==> src/sv/bba_pkg.sv <==
// Shared types and codes for the bitmap block allocator.
// No dependencies; compiled before the interfaces and modules.
package bba_pkg;

	// Fixed field widths of the request and result words
	localparam int OP_W      = 2;
	localparam int IDX_OUT_W = 8;
	localparam int STATUS_W  = 2;
	localparam int CNT_OUT_W = 7;
	// Counts are worked in this width before masking to the field
	localparam int CNT_EXT_W = 9;

	// First-free search works in groups of this many blocks
	localparam int GRP_SZ   = 16;
	localparam int GRP_SZ_W = 4;

	// Request op codes
	localparam logic [OP_W-1:0] OP_ALLOC = 2'd0;
	localparam logic [OP_W-1:0] OP_FREE  = 2'd1;
	localparam logic [OP_W-1:0] OP_QUERY = 2'd2;

	// Result status codes
	localparam logic [STATUS_W-1:0] ST_OK      = 2'd0;
	localparam logic [STATUS_W-1:0] ST_FULL    = 2'd1;
	localparam logic [STATUS_W-1:0] ST_RANGE   = 2'd2;
	localparam logic [STATUS_W-1:0] ST_NOTUSED = 2'd3;

	// Controller to datapath commands
	typedef struct packed {
		logic load;    // capture the request word
		logic commit;  // apply the update and register the result word
	} bba_cmd_t;

endpackage

==> src/sv/bba_req_if.sv <==
// Request channel: valid/ready handshake with op and block index.
// Depends on bba_pkg for field widths.
interface bba_req_if;
	import bba_pkg::*;

	logic                 valid;
	logic                 ready;
	logic [OP_W-1:0]      op;
	logic [IDX_OUT_W-1:0] block_index;

	modport source (output valid, output op, output block_index, input ready);
	modport sink   (input valid, input op, input block_index, output ready);
endinterface

==> src/sv/bba_rsp_if.sv <==
// Result channel: valid/ready handshake with status, index and counts.
// Depends on bba_pkg for field widths.
interface bba_rsp_if;
	import bba_pkg::*;

	logic                 valid;
	logic                 ready;
	logic [STATUS_W-1:0]  status;
	logic [IDX_OUT_W-1:0] result_index;
	logic [CNT_OUT_W-1:0] used_count;
	logic [CNT_OUT_W-1:0] free_count;

	modport source (output valid, output status, output result_index,
		output used_count, output free_count, input ready);
	modport sink   (input valid, input status, input result_index,
		input used_count, input free_count, output ready);
endinterface

==> src/sv/bba_ctrl.sv <==
// Allocator controller: sequences accept, search and commit, owns the
// result valid flag. Depends on bba_pkg for the command struct.
module bba_ctrl (
	input  logic              clk,
	input  logic              arst_n,
	input  logic              req_valid,
	output logic              req_ready,
	output logic              rsp_valid,
	input  logic              rsp_ready,
	output bba_pkg::bba_cmd_t cmd
);
	import bba_pkg::*;

	typedef enum logic [1:0] {
		S_IDLE,
		S_SEARCH,
		S_EXEC
	} state_t;

	state_t state_q;
	logic   rsp_valid_q;
	logic   slot_free;
	logic   commit;
	logic   accept;

	// Result register can take a word when empty or being drained
	assign slot_free = !rsp_valid_q || rsp_ready;
	assign commit    = (state_q == S_EXEC) && slot_free;
	assign req_ready = (state_q == S_IDLE) || commit;
	assign accept    = req_valid && req_ready;

	assign cmd.load   = accept;
	assign cmd.commit = commit;
	assign rsp_valid  = rsp_valid_q;

	// State and result valid
	always_ff @(posedge clk or negedge arst_n) begin
		if (!arst_n) begin
			state_q     <= S_IDLE;
			rsp_valid_q <= 1'b0;
		end else begin
			unique case (state_q)
				S_IDLE: begin
					if (accept) state_q <= S_SEARCH;
				end
				S_SEARCH: begin
					state_q <= S_EXEC;
				end
				S_EXEC: begin
					if (commit) state_q <= accept ? S_SEARCH : S_IDLE;
				end
				default: begin
					state_q <= S_IDLE;
				end
			endcase
			if (commit) begin
				rsp_valid_q <= 1'b1;
			end else if (rsp_ready) begin
				rsp_valid_q <= 1'b0;
			end
		end
	end
endmodule

==> src/sv/bba_datapath.sv <==
// Allocator datapath: used map, two-level first-free search, used count
// and result word register. Depends on bba_pkg.
module bba_datapath #(
	parameter int NUM_BLOCKS = 64
) (
	input  logic                          clk,
	input  logic                          arst_n,
	input  bba_pkg::bba_cmd_t             cmd,
	input  logic [bba_pkg::OP_W-1:0]      op,
	input  logic [bba_pkg::IDX_OUT_W-1:0] block_index,
	output logic [bba_pkg::STATUS_W-1:0]  status,
	output logic [bba_pkg::IDX_OUT_W-1:0] result_index,
	output logic [bba_pkg::CNT_OUT_W-1:0] used_count,
	output logic [bba_pkg::CNT_OUT_W-1:0] free_count
);
	import bba_pkg::*;

	localparam int IDX_W     = $clog2(NUM_BLOCKS);
	localparam int MAP_IDX_W = (IDX_W > GRP_SZ_W + 1) ? IDX_W : GRP_SZ_W + 1;
	localparam int MAP_W     = 1 << MAP_IDX_W;
	localparam int GRP_W     = MAP_IDX_W - GRP_SZ_W;
	localparam int NUM_GRP   = 1 << GRP_W;
	localparam int CNT_W     = $clog2(NUM_BLOCKS + 1);
	localparam logic [CNT_EXT_W-1:0] NB_EXT = CNT_EXT_W'(NUM_BLOCKS);

	// Request word
	logic [OP_W-1:0]      op_q;
	logic [IDX_OUT_W-1:0] idx_q;

	// Map state and count
	logic [MAP_W-1:0] map_q;
	logic [MAP_W-1:0] eff_map;
	logic [CNT_W-1:0] used_q;

	// Search stage
	logic [NUM_GRP-1:0]                 grp_any;
	logic [GRP_SZ_W-1:0]                grp_off [NUM_GRP];
	logic [NUM_GRP-1:0]                 grp_any_s1;
	logic [GRP_SZ_W-1:0]                grp_off_s1 [NUM_GRP];

	// Commit logic
	logic                 found;
	logic [GRP_W-1:0]     found_grp;
	logic [MAP_IDX_W-1:0] alloc_idx;
	logic [MAP_IDX_W-1:0] named_idx;
	logic                 in_range;
	logic                 cur_bit;
	logic [STATUS_W-1:0]  st_d;
	logic [IDX_OUT_W-1:0] res_idx_d;
	logic                 wr_en;
	logic                 wr_val;
	logic [MAP_IDX_W-1:0] wr_idx;
	logic [CNT_W-1:0]     used_d;
	logic [CNT_EXT_W-1:0] used_ext;
	logic [CNT_EXT_W-1:0] free_ext;

	// Blocks past the end read as used so they are never handed out
	for (genvar i = 0; i < MAP_W; i++) begin : g_eff
		if (i < NUM_BLOCKS) begin : g_real
			assign eff_map[i] = map_q[i];
		end else begin : g_pad
			assign eff_map[i] = 1'b1;
		end
	end

	// Lowest free block within each group
	always_comb begin
		for (int g = 0; g < NUM_GRP; g++) begin
			grp_any[g] = 1'b0;
			grp_off[g] = '0;
			for (int b = GRP_SZ - 1; b >= 0; b--) begin
				if (!eff_map[g*GRP_SZ + b]) begin
					grp_any[g] = 1'b1;
					grp_off[g] = GRP_SZ_W'(b);
				end
			end
		end
	end

	// Group summaries, registered every cycle
	always_ff @(posedge clk) begin
		grp_any_s1 <= grp_any;
		for (int g = 0; g < NUM_GRP; g++) begin
			grp_off_s1[g] <= grp_off[g];
		end
	end

	// Lowest group holding a free block
	always_comb begin
		found_grp = '0;
		for (int g = NUM_GRP - 1; g >= 0; g--) begin
			if (grp_any_s1[g]) found_grp = GRP_W'(g);
		end
	end

	assign found     = |grp_any_s1;
	assign alloc_idx = {found_grp, grp_off_s1[found_grp]};
	assign named_idx = idx_q[MAP_IDX_W-1:0];
	assign in_range  = CNT_EXT_W'(idx_q) < NB_EXT;
	assign cur_bit   = eff_map[named_idx];

	// Decode the request into result and map update
	always_comb begin
		st_d      = ST_OK;
		res_idx_d = idx_q;
		wr_en     = 1'b0;
		wr_val    = 1'b0;
		wr_idx    = named_idx;
		used_d    = used_q;
		case (op_q)
			OP_ALLOC: begin
				if (found) begin
					res_idx_d = IDX_OUT_W'(alloc_idx);
					wr_en     = 1'b1;
					wr_val    = 1'b1;
					wr_idx    = alloc_idx;
					used_d    = used_q + CNT_W'(1);
				end else begin
					st_d      = ST_FULL;
					res_idx_d = '0;
				end
			end
			OP_FREE: begin
				if (!in_range) begin
					st_d = ST_RANGE;
				end else if (cur_bit) begin
					wr_en  = 1'b1;
					used_d = used_q - CNT_W'(1);
				end else begin
					st_d = ST_NOTUSED;
				end
			end
			default: begin
				// query, and the unassigned code acts as a query
				if (!in_range) begin
					st_d = ST_RANGE;
				end else if (!cur_bit) begin
					st_d = ST_NOTUSED;
				end
			end
		endcase
	end

	assign used_ext = CNT_EXT_W'(used_d);
	assign free_ext = NB_EXT - used_ext;

	// Request capture and result word
	always_ff @(posedge clk) begin
		if (cmd.load) begin
			op_q  <= op;
			idx_q <= block_index;
		end
		if (cmd.commit) begin
			status       <= st_d;
			result_index <= res_idx_d;
			used_count   <= used_ext[CNT_OUT_W-1:0];
			free_count   <= free_ext[CNT_OUT_W-1:0];
		end
	end

	// Map and used count
	always_ff @(posedge clk or negedge arst_n) begin
		if (!arst_n) begin
			map_q  <= '0;
			used_q <= '0;
		end else if (cmd.commit) begin
			if (wr_en) map_q[wr_idx] <= wr_val;
			used_q <= used_d;
		end
	end
endmodule

==> src/sv/bitmap_block_allocator_unit.sv <==
// First-fit block allocator over NUM_BLOCKS used/free bits, all free after
// reset. Each request (allocate lowest free, free named, query named) gives
// one result word with status, index and the used/free counts after it.
// A request passes a search state, which registers a lowest-free summary
// of every 16-block group, then an exec state, which picks the lowest
// group, updates the map and loads the result register. A new request is
// taken in the commit cycle, so requests run back to back while results are
// drained; a held result stalls the commit. Counts are reported modulo 128.
module bitmap_block_allocator_unit #(
	parameter int NUM_BLOCKS = 64
) (
	input  logic      clk,
	input  logic      arst_n,
	bba_req_if.sink   req,
	bba_rsp_if.source rsp
);
	import bba_pkg::*;

	bba_cmd_t cmd;

	bba_ctrl u_ctrl (
		.clk       (clk),
		.arst_n    (arst_n),
		.req_valid (req.valid),
		.req_ready (req.ready),
		.rsp_valid (rsp.valid),
		.rsp_ready (rsp.ready),
		.cmd       (cmd)
	);

	bba_datapath #(
		.NUM_BLOCKS (NUM_BLOCKS)
	) u_datapath (
		.clk          (clk),
		.arst_n       (arst_n),
		.cmd          (cmd),
		.op           (req.op),
		.block_index  (req.block_index),
		.status       (rsp.status),
		.result_index (rsp.result_index),
		.used_count   (rsp.used_count),
		.free_count   (rsp.free_count)
	);
endmodule

==> src/flat_wrapper.sv <==
// flat-port wrapper written by rule: the top's interface ports become plain ports
module bitmap_block_allocator_unit_flat import bba_pkg::*;
#(
	parameter int NUM_BLOCKS = 64
)
  (clk, arst_n, req_valid, req_op, req_block_index, req_ready, rsp_valid, rsp_status, rsp_result_index, rsp_used_count, rsp_free_count, rsp_ready);
  bba_req_if req_i ();
  bba_rsp_if rsp_i ();
  input  logic clk;
  input  logic arst_n;
  input wire logic [$bits(req_i.valid)-1:0] req_valid;
  input wire logic [$bits(req_i.op)-1:0] req_op;
  input wire logic [$bits(req_i.block_index)-1:0] req_block_index;
  output wire logic [$bits(req_i.ready)-1:0] req_ready;
  output wire logic [$bits(rsp_i.valid)-1:0] rsp_valid;
  output wire logic [$bits(rsp_i.status)-1:0] rsp_status;
  output wire logic [$bits(rsp_i.result_index)-1:0] rsp_result_index;
  output wire logic [$bits(rsp_i.used_count)-1:0] rsp_used_count;
  output wire logic [$bits(rsp_i.free_count)-1:0] rsp_free_count;
  input wire logic [$bits(rsp_i.ready)-1:0] rsp_ready;
  assign req_i.valid = req_valid;
  assign req_i.op = req_op;
  assign req_i.block_index = req_block_index;
  assign req_ready = req_i.ready;
  assign rsp_valid = rsp_i.valid;
  assign rsp_status = rsp_i.status;
  assign rsp_result_index = rsp_i.result_index;
  assign rsp_used_count = rsp_i.used_count;
  assign rsp_free_count = rsp_i.free_count;
  assign rsp_i.ready = rsp_ready;
  bitmap_block_allocator_unit #(.NUM_BLOCKS(NUM_BLOCKS)) u_core (.clk(clk), .arst_n(arst_n), .req(req_i), .rsp(rsp_i));
endmodule
==> config.mk <==
export PLATFORM = sky130hd
export DESIGN_NAME = bitmap_block_allocator_unit_flat
export DESIGN_NICKNAME = d
export VERILOG_FILES = /design/src/sv/bba_pkg.sv /design/src/sv/bba_req_if.sv /design/src/sv/bba_rsp_if.sv /design/src/sv/bba_ctrl.sv /design/src/sv/bba_datapath.sv /design/src/sv/bitmap_block_allocator_unit.sv /design/src/flat_wrapper.sv
export SDC_FILE = /design/constraint.sdc
export NUM_CORES = 1
export LEC_CHECK = 0
export ABC_CLOCK_PERIOD_IN_PS = 3900
export BUFFER_PORTS_ARGS = -buffer_cell sky130_fd_sc_hd__buf_2
export CAP_MARGIN = 10
export CORE_MARGIN = 2
export CORE_UTILIZATION = 30
export CTS_CLUSTER_DIAMETER = 30
export DETAILED_ROUTE_END_ITERATION = 6
export HOLD_SLACK_MARGIN = 0.12
export SETUP_SLACK_MARGIN = 0.1
export SLEW_MARGIN = 0
export SYNTH_ARGS = -nofsm -noshare
export SYNTH_HDL_FRONTEND = slang
export SYNTH_HIERARCHICAL = 1
export SYNTH_SLANG_ARGS = --single-unit
==> constraint.sdc <==
create_clock -name clk -period 3.9 [get_ports clk]
set_input_delay 0.78 -clock clk [delete_from_list [all_inputs] [get_ports clk]]
set_output_delay 0.78 -clock clk [all_outputs]
set_load 0.1 [all_outputs]
==> reports/metrics.yaml <==
status: "complete, no violations"
rows: 53
vias_per_cell: 5.11
finalCritPeriodShare: 0.878
crit_required_ns: 4.19
endpoint: "u_core/u_datapath/eff_map[35]"
hold_viol: 0
synth-xor-area-share: 0.0176
ys_seq_area_frac: 0.506
fill_cells: 2090
critPathKind: "reg -> reg"
drt_iter0_drc: 441
ys_types: 58
num_vias: 4833
gp_congestion: 0.849
clk_latency_ns: 0.42
htree_levels: 4
power_density_nw_per_um2: 513
final_cell_mix: "nand2_1, o21ai_0, dfrtp_1"
io_pins: 40
finalClockSkew_ns: 0.0112
coreArea_um2: 21000
synth_fp_nets: 634
yosys_register_bits: 127
root_buffer: "clkbuf_16"
gr-usage-all-layers: 0.142
clkTransAtPathRegs_ns: 0.07
cap_viol_max_count: 0
async_flop_share: 0.583
synth-adder-area-share: 0.00585
synth_mux_area_frac: 0.0907
die_h_um: 150
syn_inst: 617
hp-class: "reg -> reg"
wire_per_inst_um: 16.3
dp_hpwl_um: 10900
diodes: 0
cts_buffer_depth: 2
placed_cells: 914
io_buffers: 39
numClockSinks: 127
end_kind: "register"
syn_area_per_cell_um2: 10.4
fin_cells: 946
start_kind: "register"
drive_gt1_frac: 0.194
grt_pass1_vias: 4565
syn-cell-area_um2: 6410
fin_setup_tns_ns: 0
grt_setup_unrepaired: "no"
setup_violations: 0
antenna_left: 0
die_area_um2: 22600
fin_nets: 675
synth-edff-count: 33
grt_start_max_net_pins: 75
yosysWarnings: 6
post-route-drc-count: 0
synthFlopType: "dfrtp_1"
syn2layout_area_growth_pct: 17.5
die_x_um: 150
drt_pass1_iterations: 5
maxSlewViolCount: 0
cts_buffers: 17
critPathArrivalTime_ns: 3.71
crit_start: "u_core/u_datapath/idx_q[0]"
critPathMaxFanout: 28
layout_min_cycle_time_ns: 3.42
stdcell_area_um2: 7530
worst_slew_pin_slew_ns: 1.18
p_leak_uw: 0.00287
placed_area_um2: 6940
final_common_cell: "nand2_1"
synth_simple_gate_area_frac: 0.147
r2r_start: "u_core/u_datapath/idx_q[0]"
antenna_found_initial: 0
slew_headroom: 0.214
grt-ovfl-total: 0
rrSetupSlack_ns: 0.48
wirelength_um: 15400
synth-compound-area-share: 0.198
r2r_end: "u_core/u_datapath/eff_map[35]"
grt_pass1_wl_um: 24800
initial_core_util: 0.305
r2r_cells: 11
utilization: 0.358
vdd_ir_drop_max_uv: 223
post_cts_buffers: 0
synth_top_family_by_area: "compound AO/OA/AOI/OAI gates"
fmax_mhz: 292
cts_tree: "done"
## routing by layer
layer	up-vias	wire [um]	GRT usage
met5	-	0	0
met4	0	167	0.0396
met3	12	706	0.0388
met2	116	7110	0.219
met1	2326	7420	0.197
li1	2379	-	-
## where the power goes
part,leakage (uW),internal (uW),switching (uW)
sequential,0.00148,1480,90.2
clock,0.000275,952,629
combinational,0.00112,187,530
total,0.00287,2610,1250
## sequential cells by signal, indices dropped and copies added, names as in the netlist, 4 cells and up
signal,cells
u_core/u_datapath/result_index,8
u_core/u_datapath/used_q,7
u_core/u_datapath/used_count,7
u_core/u_datapath/eff_map,64
u_core/u_datapath/idx_q,8
u_core/u_datapath/grp_any_s1,4
u_core/u_datapath/grp_off_s1,16
u_core/u_datapath/free_count,6
## worst min path at each step
stage	from	endpoint	slack, ns	depth (start not counted)
detailed placement	u_core/u_datapath/used_q[6]	u_core/u_datapath/used_q[6]	0.48	1
global placement	u_core/u_datapath/used_q[6]	u_core/u_datapath/used_q[6]	0.48	1
global route	req_block_index[1]	u_core/u_datapath/idx_q[1]	0.51	1
finish	u_core/u_datapath/used_q[6]	u_core/u_datapath/used_q[6]	0.49	1
floorplan	u_core/u_datapath/used_q[6]	u_core/u_datapath/used_q[6]	0.46	1
CTS	u_core/u_datapath/used_q[6]	u_core/u_datapath/used_q[6]	0.49	1
## Yosys cell counts, types with 2 or more instances
library cell | n | share of area
nand2_1 | 87 | 0.051
o21ai_0 | 76 | 0.059
dfrtp_1 | 74 | 0.29
o31ai_1 | 62 | 0.073
edfxtp_1 | 33 | 0.15
nor2_1 | 32 | 0.019
clkbuf_1 | 23 | 0.013
dfxtp_1 | 20 | 0.062
inv_1 | 18 | 0.011
nor3_1 | 17 | 0.013
mux4_2 | 16 | 0.056
a21boi_0 | 15 | 0.018
a21oi_1 | 14 | 0.011
nand3_1 | 13 | 0.010
nand4_1 | 13 | 0.013
a31oi_1 | 9 | 0.0088
nor2b_1 | 8 | 0.0078
xor2_1 | 7 | 0.0096
mux2i_1 | 6 | 0.0094
nand2b_1 | 6 | 0.0059
mux2_2 | 5 | 0.0088
and2_1 | 4 | 0.0039
mux4_1 | 4 | 0.016
o211ai_1 | 4 | 0.0047
or2_2 | 4 | 0.0039
xnor2_1 | 4 | 0.0055
buf_1 | 3 | 0.0018
buf_4 | 3 | 0.0035
ha_1 | 3 | 0.0059
a31o_2 | 2 | 0.0027
and3b_1 | 2 | 0.0027
buf_2 | 2 | 0.0016
nand3b_1 | 2 | 0.0023
nor4_1 | 2 | 0.0020
## cells by family (layout without fill, tap and decap cells)
logic type,after synthesis,after routing
simple gates,198,198
compound gates,194,194
flops,127,127
buf+inv,52,106
mux,31,31
xor+xnor,12,12
fa+ha+maj,3,3
## critical path, stage by stage, from the launching register on
cell      delay [ns]
edfxtp_1        0.43
buf_12          0.19
mux4_2          0.36
mux4_2          0.23
mux2i_1         0.08
a32oi_2         0.39
nand2_4         0.14
a211oi_2        0.42
nand3_2         0.39
buf_4           0.36
o21ai_0         0.19
o31ai_1         0.09
## per-stage QoR
| step | power (uW) | setup slack (ns) | hold slack, ns |
|---|---|---|---|
| 3_5_place_dp | 2300 | 0.344 | 0.480 |
| 2_1_floorplan | 2130 | 0.616 | 0.464 |
| 4_1_cts | 3880 | 0.356 | 0.493 |
| 5_1_grt | 4020 | 0.217 | 0.509 |
| 3_3_place_gp | 2290 | 0.427 | 0.479 |
| 6_report | 3860 | 0.477 | 0.492 |
## layout make-up
class | count | area, um2 | area share
Sequential cell | 127 | 3240 | 0.431
Multi-Input combinational cell | 438 | 2960 | 0.393
Clock buffer | 18 | 429 | 0.0570
Tap cell | 275 | 344 | 0.0457
Timing Repair Buffer | 55 | 330 | 0.0439
Clock inverter | 14 | 156 | 0.0208
Inverter | 19 | 71.3 | 0.00947
## repair_timing
item | in CTS | in global routing
hold buffers | 0 | 0
endpoints found under the setup margin | 0 | 1
gates resized for setup | 0 | 1
No activity file was read; power rests on OpenSTA's default activity.
